<file path="config.mk">
export PLATFORM = sky130hd
export DESIGN_NAME = icon_animation_sequencer_top
export DESIGN_NICKNAME = d
export VERILOG_FILES = /design/src/rtl/core/ias_pkg.sv /design/src/rtl/core/ias_seq_ram.sv /design/src/rtl/core/icon_animation_sequencer_top.sv
export SDC_FILE = /design/constraint.sdc
export NUM_CORES = 2
export LEC_CHECK = 0
export ABC_AREA = 1
export BUFFER_PORTS_ARGS = -buffer_cell sky130_fd_sc_hd__buf_2
export CORE_UTILIZATION = 57
export CTS_CLUSTER_SIZE = 40
export DETAILED_ROUTE_END_ITERATION = 8
export GPL_ROUTABILITY_DRIVEN = 1
export PLACE_DENSITY_LB_ADDON = 0.12
export SYNTH_ARGS = -nofsm -noshare
export SYNTH_HDL_FRONTEND = slang
export SYNTH_SLANG_ARGS = --single-unit
</file>
<file path="constraint.sdc">
create_clock -name clk -period 4.4 [get_ports clk]
set_input_delay 0.44 -clock clk [delete_from_list [all_inputs] [get_ports clk]]
set_output_delay 0.44 -clock clk [all_outputs]
set_load 0.01 [all_outputs]
</file>
<file path="src/rtl/core/ias_pkg.sv">
// Shared types and constants for the icon animation sequencer.
package ias_pkg;

  // Command codes carried in the func field.
  typedef enum logic [1:0] {
    FUNC_LOAD  = 2'd0,
    FUNC_CLEAR = 2'd1,
    FUNC_TICK  = 2'd2
  } ias_func_t;

  // Sequencer control states.
  typedef enum logic [1:0] {
    ST_IDLE,
    ST_READ_CUR,
    ST_EXEC
  } ias_state_t;

  localparam logic [15:0] WORD_STATIC   = 16'h0100;
  localparam logic [15:0] WORD_END      = 16'h0000;
  localparam logic [15:0] DURATION_MASK = 16'h00FF;

  typedef struct packed {
    logic [1:0]  func;
    logic        slot;
    logic [5:0]  entry_index;
    logic [15:0] entry_value;
  } ias_in_t;

  typedef struct packed {
    logic       update_icon;
    logic [2:0] palette_index;
    logic [2:0] bitmap_index;
    logic       flip_horizontal;
    logic       flip_vertical;
  } ias_out_t;

  // Port enables for the sequence memory.
  typedef struct packed {
    logic wr;
    logic clr;
    logic rd;
  } ias_ram_ctl_t;

endpackage

</file>
<file path="src/rtl/core/ias_seq_ram.sv">
// Sequence word memory with per-entry valid bits for reset and slot clear.
module ias_seq_ram #(
  parameter int SLOT_COUNT = 2,
  parameter int SEQ_LENGTH = 64
) (
  input  logic                         clk,
  input  logic                         rst,
  input  ias_pkg::ias_ram_ctl_t        ctl,
  input  logic [((SLOT_COUNT > 1) ? $clog2(SLOT_COUNT) : 1)-1:0] wr_slot,
  input  logic [$clog2(SEQ_LENGTH)-1:0] wr_pos,
  input  logic [15:0]                  wr_data,
  input  logic [((SLOT_COUNT > 1) ? $clog2(SLOT_COUNT) : 1)-1:0] rd_slot,
  input  logic [$clog2(SEQ_LENGTH)-1:0] rd_pos,
  output logic [15:0]                  rd_data
);
  import ias_pkg::*;

  localparam int SW    = (SLOT_COUNT > 1) ? $clog2(SLOT_COUNT) : 1;
  localparam int PW    = $clog2(SEQ_LENGTH);
  localparam int DEPTH = 1 << (SW + PW);

  logic [15:0] mem [DEPTH];
  logic [SLOT_COUNT-1:0][SEQ_LENGTH-1:0] vld;
  logic [15:0] rd_raw;
  logic        rd_vld;

  always_ff @(posedge clk) begin
    if (ctl.wr) begin
      mem[{wr_slot, wr_pos}] <= wr_data;
    end
    if (ctl.rd) begin
      rd_raw <= mem[{rd_slot, rd_pos}];
    end
  end

  // An entry never written since reset or the last clear reads as zero.
  always_ff @(posedge clk) begin
    if (rst) begin
      vld    <= '0;
      rd_vld <= 1'b0;
    end else begin
      if (ctl.rd) begin
        rd_vld <= vld[rd_slot][rd_pos];
      end
      if (ctl.clr) begin
        vld[wr_slot] <= '0;
      end else if (ctl.wr) begin
        vld[wr_slot][wr_pos] <= 1'b1;
      end
    end
  end

  assign rd_data = rd_vld ? rd_raw : WORD_END;

endmodule

</file>
<file path="src/rtl/core/icon_animation_sequencer_top.sv">
// Top level of the icon animation sequencer: command decode, tick sequencing and slot state.
//
// Loads, clears and commands that do nothing are accepted in any cycle busy is low and
// return their all-zero result on done in the cycle after acceptance. A tick reads two sequence words,
// the next one and then the current one, through the single read port of the sequence
// memory: busy is high in the cycle after the tick is accepted (ST_READ_CUR), the result
// appears on done in ST_EXEC, which follows ST_READ_CUR, and a new command is accepted in
// that same result cycle, so a new tick is taken only once the last one has left ST_READ_CUR.
// Reset clears the tables at once. Every result is shown for exactly one cycle and cannot be held off.
module icon_animation_sequencer_top #(
  parameter int SLOT_COUNT = 2,
  parameter int SEQ_LENGTH = 64
) (
  input  logic              clk,
  input  logic              rst,
  input  logic              start,
  output logic              busy,
  input  ias_pkg::ias_in_t  cmd,
  output logic              done,
  output ias_pkg::ias_out_t result
);
  import ias_pkg::*;

  localparam int SW = (SLOT_COUNT > 1) ? $clog2(SLOT_COUNT) : 1;
  localparam int PW = $clog2(SEQ_LENGTH);

  function automatic logic [PW-1:0] next_pos(input logic [PW-1:0] p);
    next_pos = (p == PW'(SEQ_LENGTH - 1)) ? '0 : p + 1'b1;
  endfunction

  ias_state_t state, state_next;

  logic [SW-1:0] op_slot;
  logic          simple_done;
  logic [15:0]   next_word;

  logic [PW-1:0] pos       [SLOT_COUNT];
  logic [7:0]    dly       [SLOT_COUNT];
  logic [2:0]    last_pal  [SLOT_COUNT];
  logic [2:0]    last_bmp  [SLOT_COUNT];
  logic [1:0]    last_flip [SLOT_COUNT];

  logic          accept;
  logic          slot_ok;
  logic          is_tick;
  logic [SW-1:0] s_in;

  ias_ram_ctl_t  ram_ctl;
  logic [SW-1:0] rd_slot;
  logic [PW-1:0] rd_pos;
  logic [15:0]   ram_rd_data;
  logic [15:0]   cur_word;

  logic          is_static;
  logic [2:0]    pal, bmp;
  logic [1:0]    flip;
  logic [7:0]    dur, dly_inc, dly_new;
  logic          upd, adv, commit;
  logic [PW-1:0] pos_new, pos_fw;
  ias_out_t      tick_out;

  assign busy    = (state == ST_READ_CUR);
  assign accept  = start && !busy;
  assign slot_ok = int'(cmd.slot) < SLOT_COUNT;
  assign s_in    = SW'(cmd.slot);
  assign is_tick = (cmd.func == FUNC_TICK);

  // Tick evaluation, valid in ST_EXEC with the current word on the memory output.
  assign cur_word  = ram_rd_data;
  assign is_static = (next_word == WORD_STATIC);
  assign bmp       = cur_word[10:8];
  assign pal       = cur_word[13:11];
  assign flip      = cur_word[15:14];
  assign dur       = 8'(cur_word & DURATION_MASK);
  assign upd       = (pal != last_pal[op_slot]) || (bmp != last_bmp[op_slot]) ||
                     (flip != last_flip[op_slot]);
  assign dly_inc   = dly[op_slot] + 8'd1;
  assign adv       = (dly_inc >= dur);
  assign dly_new   = adv ? 8'd0 : dly_inc;
  assign commit    = (state == ST_EXEC) && !is_static;

  // The word after the current one is landed on when advancing, unless it is the end word, which wraps to zero.
  always_comb begin
    pos_new = pos[op_slot];
    if (adv) begin
      pos_new = (next_word == WORD_END) ? '0 : next_pos(pos[op_slot]);
    end
  end

  always_comb begin
    tick_out = '0;
    if (!is_static) begin
      tick_out.update_icon     = upd;
      tick_out.palette_index   = pal;
      tick_out.bitmap_index    = bmp;
      tick_out.flip_horizontal = flip[0];
      tick_out.flip_vertical   = flip[1];
    end
  end

  // A tick accepted while the previous one finishes sees that tick's new position.
  assign pos_fw = (commit && (s_in == op_slot)) ? pos_new : pos[s_in];

  always_comb begin
    ram_ctl     = '0;
    ram_ctl.wr  = accept && slot_ok && (cmd.func == FUNC_LOAD) &&
                  (int'(cmd.entry_index) < SEQ_LENGTH);
    ram_ctl.clr = accept && slot_ok && (cmd.func == FUNC_CLEAR);
    if (state == ST_READ_CUR) begin
      ram_ctl.rd = 1'b1;
      rd_slot    = op_slot;
      rd_pos     = pos[op_slot];
    end else begin
      ram_ctl.rd = accept && slot_ok && is_tick;
      rd_slot    = s_in;
      rd_pos     = next_pos(pos_fw);
    end
  end

  ias_seq_ram #(
    .SLOT_COUNT(SLOT_COUNT),
    .SEQ_LENGTH(SEQ_LENGTH)
  ) u_seq_ram (
    .clk     (clk),
    .rst     (rst),
    .ctl     (ram_ctl),
    .wr_slot (s_in),
    .wr_pos  (PW'(cmd.entry_index)),
    .wr_data (cmd.entry_value),
    .rd_slot (rd_slot),
    .rd_pos  (rd_pos),
    .rd_data (ram_rd_data)
  );

  always_comb begin
    state_next = state;
    unique case (state)
      ST_IDLE, ST_EXEC: begin
        state_next = (accept && slot_ok && is_tick) ? ST_READ_CUR : ST_IDLE;
      end
      ST_READ_CUR: begin
        state_next = ST_EXEC;
      end
      default: begin
        state_next = ST_IDLE;
      end
    endcase
  end

  always_comb begin
    done   = simple_done || (state == ST_EXEC);
    result = (state == ST_EXEC) ? tick_out : '0;
  end

  always_ff @(posedge clk) begin
    if (rst) begin
      state       <= ST_IDLE;
      simple_done <= 1'b0;
      op_slot     <= '0;
    end else begin
      state       <= state_next;
      simple_done <= accept && !(slot_ok && is_tick);
      if (accept) begin
        op_slot <= s_in;
      end
    end
  end

  always_ff @(posedge clk) begin
    if (state == ST_READ_CUR) begin
      next_word <= ram_rd_data;
    end
  end

  always_ff @(posedge clk) begin
    if (rst) begin
      for (int i = 0; i < SLOT_COUNT; i++) begin
        pos[i]       <= '0;
        dly[i]       <= '0;
        last_pal[i]  <= '0;
        last_bmp[i]  <= '0;
        last_flip[i] <= '0;
      end
    end else if (commit) begin
      pos[op_slot]       <= pos_new;
      dly[op_slot]       <= dly_new;
      last_pal[op_slot]  <= pal;
      last_bmp[op_slot]  <= bmp;
      last_flip[op_slot] <= flip;
    end
  end

endmodule

</file>
==> impl_metrics.xml <==
<?xml version="1.0" encoding="UTF-8"?>
<metrics>
  <group name="floorplanning">
    <metric name="fp.dieW" unit="um">412.4</metric>
    <metric name="die_h" unit="um">412.4</metric>
    <metric name="floorplan.rows" unit="">150</metric>
    <metric name="placeableCoreArea" unit="mm^2">0.1672</metric>
    <metric name="floorplan.initialDensity" unit="%">57.40</metric>
    <metric name="boundaryPins" unit="">39</metric>
    <metric name="die_area" unit="mm^2">0.1700</metric>
  </group>
  <group name="timing">
    <metric name="max_clock_freq" unit="GHz">0.2084</metric>
    <metric name="setup_violations" unit="">17</metric>
    <metric name="slew_of_the_pin_with_the_lowest_slew_margin" unit="ps">1199</metric>
    <metric name="timing.slew.headroom" unit="%">19.86</metric>
    <metric name="skew" unit="ps">32.10</metric>
    <metric name="setup_slack_of_the_critical_path_after_layout" unit="ps">-398.6</metric>
    <metric name="report.final.slew_viol_count" unit="">0</metric>
    <metric name="final.hold.worst_slack" unit="ps">43.78</metric>
    <metric name="grt_setup_unrepaired" unit="">true</metric>
    <metric name="timing.setup.tns" unit="ps">-5347</metric>
    <metric name="min_clock_period_post_route" unit="ps">4799</metric>
    <metric name="final_worst_path_cycle_share" unit="%">109.1</metric>
    <metric name="hold_viol_final" unit="">0</metric>
  </group>
  <group name="worst_setup_path">
    <metric name="timing.critical_path.to_type" unit="">register</metric>
    <metric name="worstPathArrival" unit="ps">5430</metric>
    <metric name="timing.setup.critical_path_class" unit="">reg -&gt; reg</metric>
    <metric name="critPathMostFrequentCell" unit="">sky130_fd_sc_hd__nand2_4</metric>
    <metric name="crit_path_max_incr_delay" unit="ps">330</metric>
    <metric name="start_kind" unit="">register</metric>
    <metric name="crit_slowest_cell" unit="">sky130_fd_sc_hd__dfxtp_2</metric>
    <metric name="path_delay_family" unit="">simple AND/OR/NAND/NOR gates</metric>
    <metric name="critical_path_required" unit="ps">5030</metric>
    <metric name="worstPathMaxFanout" unit="">7</metric>
    <metric name="critical_path.n_buffers_inverters" unit="">7</metric>
  </group>
  <group name="power_and_ir_drop">
    <metric name="share_comb_of_total_power" unit="%">15.8</metric>
    <metric name="share_clk_of_total_power" unit="%">37.5</metric>
    <metric name="p_leak" unit="nW">45.79</metric>
    <metric name="switchingPower" unit="mW">13.42</metric>
    <metric name="power_frac_seq" unit="%">46.7</metric>
    <metric name="ir_drop" unit="uV">455.7</metric>
    <metric name="switching_share" unit="%">26.57</metric>
    <metric name="internal-power" unit="mW">37.09</metric>
    <metric name="p_per_area" unit="mW/mm^2">437.2</metric>
  </group>
  <group name="synth">
    <metric name="synth_async_sr_flop_share" unit="%">0</metric>
    <metric name="synth_cells" unit="">9255</metric>
    <metric name="postSynthNetCount" unit="">9294</metric>
    <metric name="synth_ff_type" unit="">sky130_fd_sc_hd__edfxtp_1</metric>
    <metric name="syn_area" unit="mm^2">0.09599</metric>
    <metric name="synth_edf_count" unit="">2124</metric>
    <metric name="synth_cell_types" unit="">32</metric>
    <metric name="syn-mean-instance-area" unit="um^2">10.37</metric>
    <metric name="seq_area_frac_synth" unit="%">69.24</metric>
    <metric name="ys_warn_count" unit="">0</metric>
    <metric name="synth.ff_latch_count" unit="">2258</metric>
  </group>
  <group name="grt">
    <metric name="gr-total-overflow" unit="">0</metric>
    <metric name="grt_pass1_vias" unit="">66500</metric>
    <metric name="largest_net_degree_at_the_start_of_global_routing" unit="">129</metric>
    <metric name="grt_pass1_wl" unit="um">430000</metric>
    <metric name="grt_antenna_before_repair" unit="">8</metric>
    <metric name="grt_usage" unit="%">34.37</metric>
  </group>
  <group name="drt">
    <metric name="drtIter0Drc" unit="">9943</metric>
    <metric name="wl_per_cell" unit="um">24.38</metric>
    <metric name="dr_total_vias" unit="">71210</metric>
    <metric name="vias_per_cell" unit="">5.828</metric>
    <metric name="dr.pass1.iters" unit="">8</metric>
    <metric name="ant_nets" unit="">0</metric>
    <metric name="post-route-drc-count" unit="">0</metric>
    <metric name="drt-total-wl" unit="um">297900</metric>
  </group>
  <group name="run_status">
    <metric name="status" unit="">finished with violations</metric>
    <metric name="violations" unit="">negative setup slack</metric>
  </group>
  <group name="flow_run">
    <metric name="timing.max_cap.violations" unit="">0</metric>
  </group>
  <group name="cts">
    <metric name="h-tree-depth" unit="">4</metric>
    <metric name="path_clk_slew" unit="ps">60</metric>
    <metric name="cts_inserted_buffers" unit="">226</metric>
    <metric name="cts.sink_count" unit="">2258</metric>
    <metric name="cts_root_buf" unit="">sky130_fd_sc_hd__clkbuf_16</metric>
    <metric name="cts_max_path_buffers" unit="">3</metric>
    <metric name="insertion_delay" unit="ps">880</metric>
    <metric name="cts_tree" unit="">yes</metric>
  </group>
  <group name="place">
    <metric name="place_congestion" unit="">0.9698</metric>
    <metric name="placed_cells_incl_taps" unit="">11640</metric>
    <metric name="port_buffers" unit="">38</metric>
    <metric name="dp_hpwl" unit="um">174200</metric>
  </group>
  <group name="hold_path">
    <metric name="class_of_the_most_critical_hold_timing_path" unit="">in -&gt; reg</metric>
    <metric name="hold_start" unit="">cmd[3]</metric>
  </group>
  <group name="final_layout">
    <metric name="mostFrequentLayoutCells" unit="">sky130_fd_sc_hd__nand2_1, sky130_fd_sc_hd__edfxtp_1, sky130_fd_sc_hd__nor2_1, sky130_fd_sc_hd__inv_1, sky130_fd_sc_hd__buf_4</metric>
    <metric name="final_cells" unit="">12220</metric>
    <metric name="synthToLayoutAreaGrowth" unit="%">20.36</metric>
    <metric name="layout-drive-gt1-share" unit="%">15.89</metric>
    <metric name="fin_nets" unit="">9852</metric>
    <metric name="most_frequent_standard_cell_in_the_layout_excluding_fill_and_tap_cells" unit="">sky130_fd_sc_hd__nand2_1</metric>
  </group>
</metrics>
==> cell usage after synthesis, types with 3 or more instances <==
cell | n | area share, %
sky130_fd_sc_hd__nand2_1 | 3152 | 12
sky130_fd_sc_hd__edfxtp_1 | 2124 | 66
sky130_fd_sc_hd__nand3_1 | 800 | 4.2
sky130_fd_sc_hd__nor2_1 | 768 | 3.0
sky130_fd_sc_hd__inv_1 | 757 | 3.0
sky130_fd_sc_hd__o21ai_0 | 351 | 1.8
sky130_fd_sc_hd__o21ai_1 | 309 | 1.6
sky130_fd_sc_hd__buf_2 | 270 | 1.4
sky130_fd_sc_hd__clkbuf_1 | 191 | 0.75
sky130_fd_sc_hd__a21oi_1 | 134 | 0.70
sky130_fd_sc_hd__dfxtp_1 | 134 | 2.8
sky130_fd_sc_hd__o211ai_1 | 101 | 0.79
sky130_fd_sc_hd__buf_1 | 31 | 0.12
sky130_fd_sc_hd__nor3_1 | 23 | 0.12
sky130_fd_sc_hd__nand4_1 | 17 | 0.11
sky130_fd_sc_hd__buf_4 | 15 | 0.12
sky130_fd_sc_hd__buf_6 | 15 | 0.18
sky130_fd_sc_hd__xor2_1 | 12 | 0.11
sky130_fd_sc_hd__ha_1 | 11 | 0.14
sky130_fd_sc_hd__or2_2 | 8 | 0.052
sky130_fd_sc_hd__inv_2 | 7 | 0.027
sky130_fd_sc_hd__nand2_2 | 4 | 0.026
sky130_fd_sc_hd__o21ai_2 | 4 | 0.036
sky130_fd_sc_hd__mux2i_1 | 3 | 0.031
sky130_fd_sc_hd__xnor2_1 | 3 | 0.027
==> final timing paths <==
check                         endpoint  slack (ps)  cells past startpoint
setup reg to reg  u_seq_ram.rd_raw[13]        -400                     32
setup / recovery  u_seq_ram.rd_raw[13]        -400                     32
hold reg to reg               state[0]         420                      1
hold / removal    u_seq_ram.mem[49][3]          40                      1
==> per-stage QoR <==
stage	total power [mW]	cell area [um^2]	util (%)	setup WS, ps
floorplan	27.18	95990	-	35.77
detailed placement	30.35	103100	61.67	-989.0
CTS	49.97	114000	68.19	-260.8
global placement	30.31	103100	61.67	-949.8
finish	50.51	115500	69.09	-398.6
global route	51.76	115500	69.08	-541.0
==> area by class of cell <==
cell class,instances,area (um^2)
clock buffers,313,6146
repair buffers,852,9409
clock inverters,111,1099
multi-input cells,5709,26750
fillers,11930,51690
inverters,766,2895
diodes,6,15.01
flip-flops and latches,2258,66470
well taps,2204,2758
==> power by group through the flow <==
stage               Combinational [mW]  Sequential [mW]  Clock [mW]
detailed placement                6.31             24.0           0
global placement                  6.27             24.0           0
finish                            7.99             23.6        18.9
floorplan                         3.19             24.0           0
global route                      8.39             23.6        19.8
CTS                               7.36             23.6        19.0
==> kinds of logic (layout without fill, tap and decap cells) <==
group	after synthesis	after routing	synth area share (%)
DFF	2258	2258	69.24
and+or+nand+nor	4780	4780	19.91
muxes	3	3	0.03129
buffers and inverters	1288	2042	5.565
xor gates and xnor gates	15	15	0.1369
other	0	6	0
adders and majority gates	11	11	0.1434
AOI/OAI and AO/OA	900	900	4.974
==> repair_timing <==
action | in CTS | in global routing
buffers inserted | 72 | 37
pin swaps | 153 | 167
gates cloned | 27 | 12
setup endpoints to repair | 17 | 19
hold endpoints to repair | 8 | 0
resized for setup | 430 | 223
hold buffers | 7 | 0
==> state kept, by name (all words and copies together) (netlist names), 2 cells and up, named ones only <==
signal	cells
u_seq_ram.mem	2048
pos	12
next_word	16
last_bmp	6
last_pal	6
u_seq_ram.rd_raw	16
last_flip	4
u_seq_ram.vld	128
state	2
dly	16
==> layer usage <==
layer  wire length (um)  GRT usage [%]
met5                  0              0
met1             115000          47.68
met4              14230          15.17
met2             136400          53.32
met3              32230          6.237
==> worst reg2reg max path: cells and delay by family, from the launching register on <==
family | cells | cell delay [ps]
simple gates | 18 | 1830
buf+inv | 7 | 960
compound gates | 4 | 660
fa+ha+maj | 2 | 600
flops | 1 | 330
xor+xnor | 1 | 180
Power figures use the tool's default switching activity.
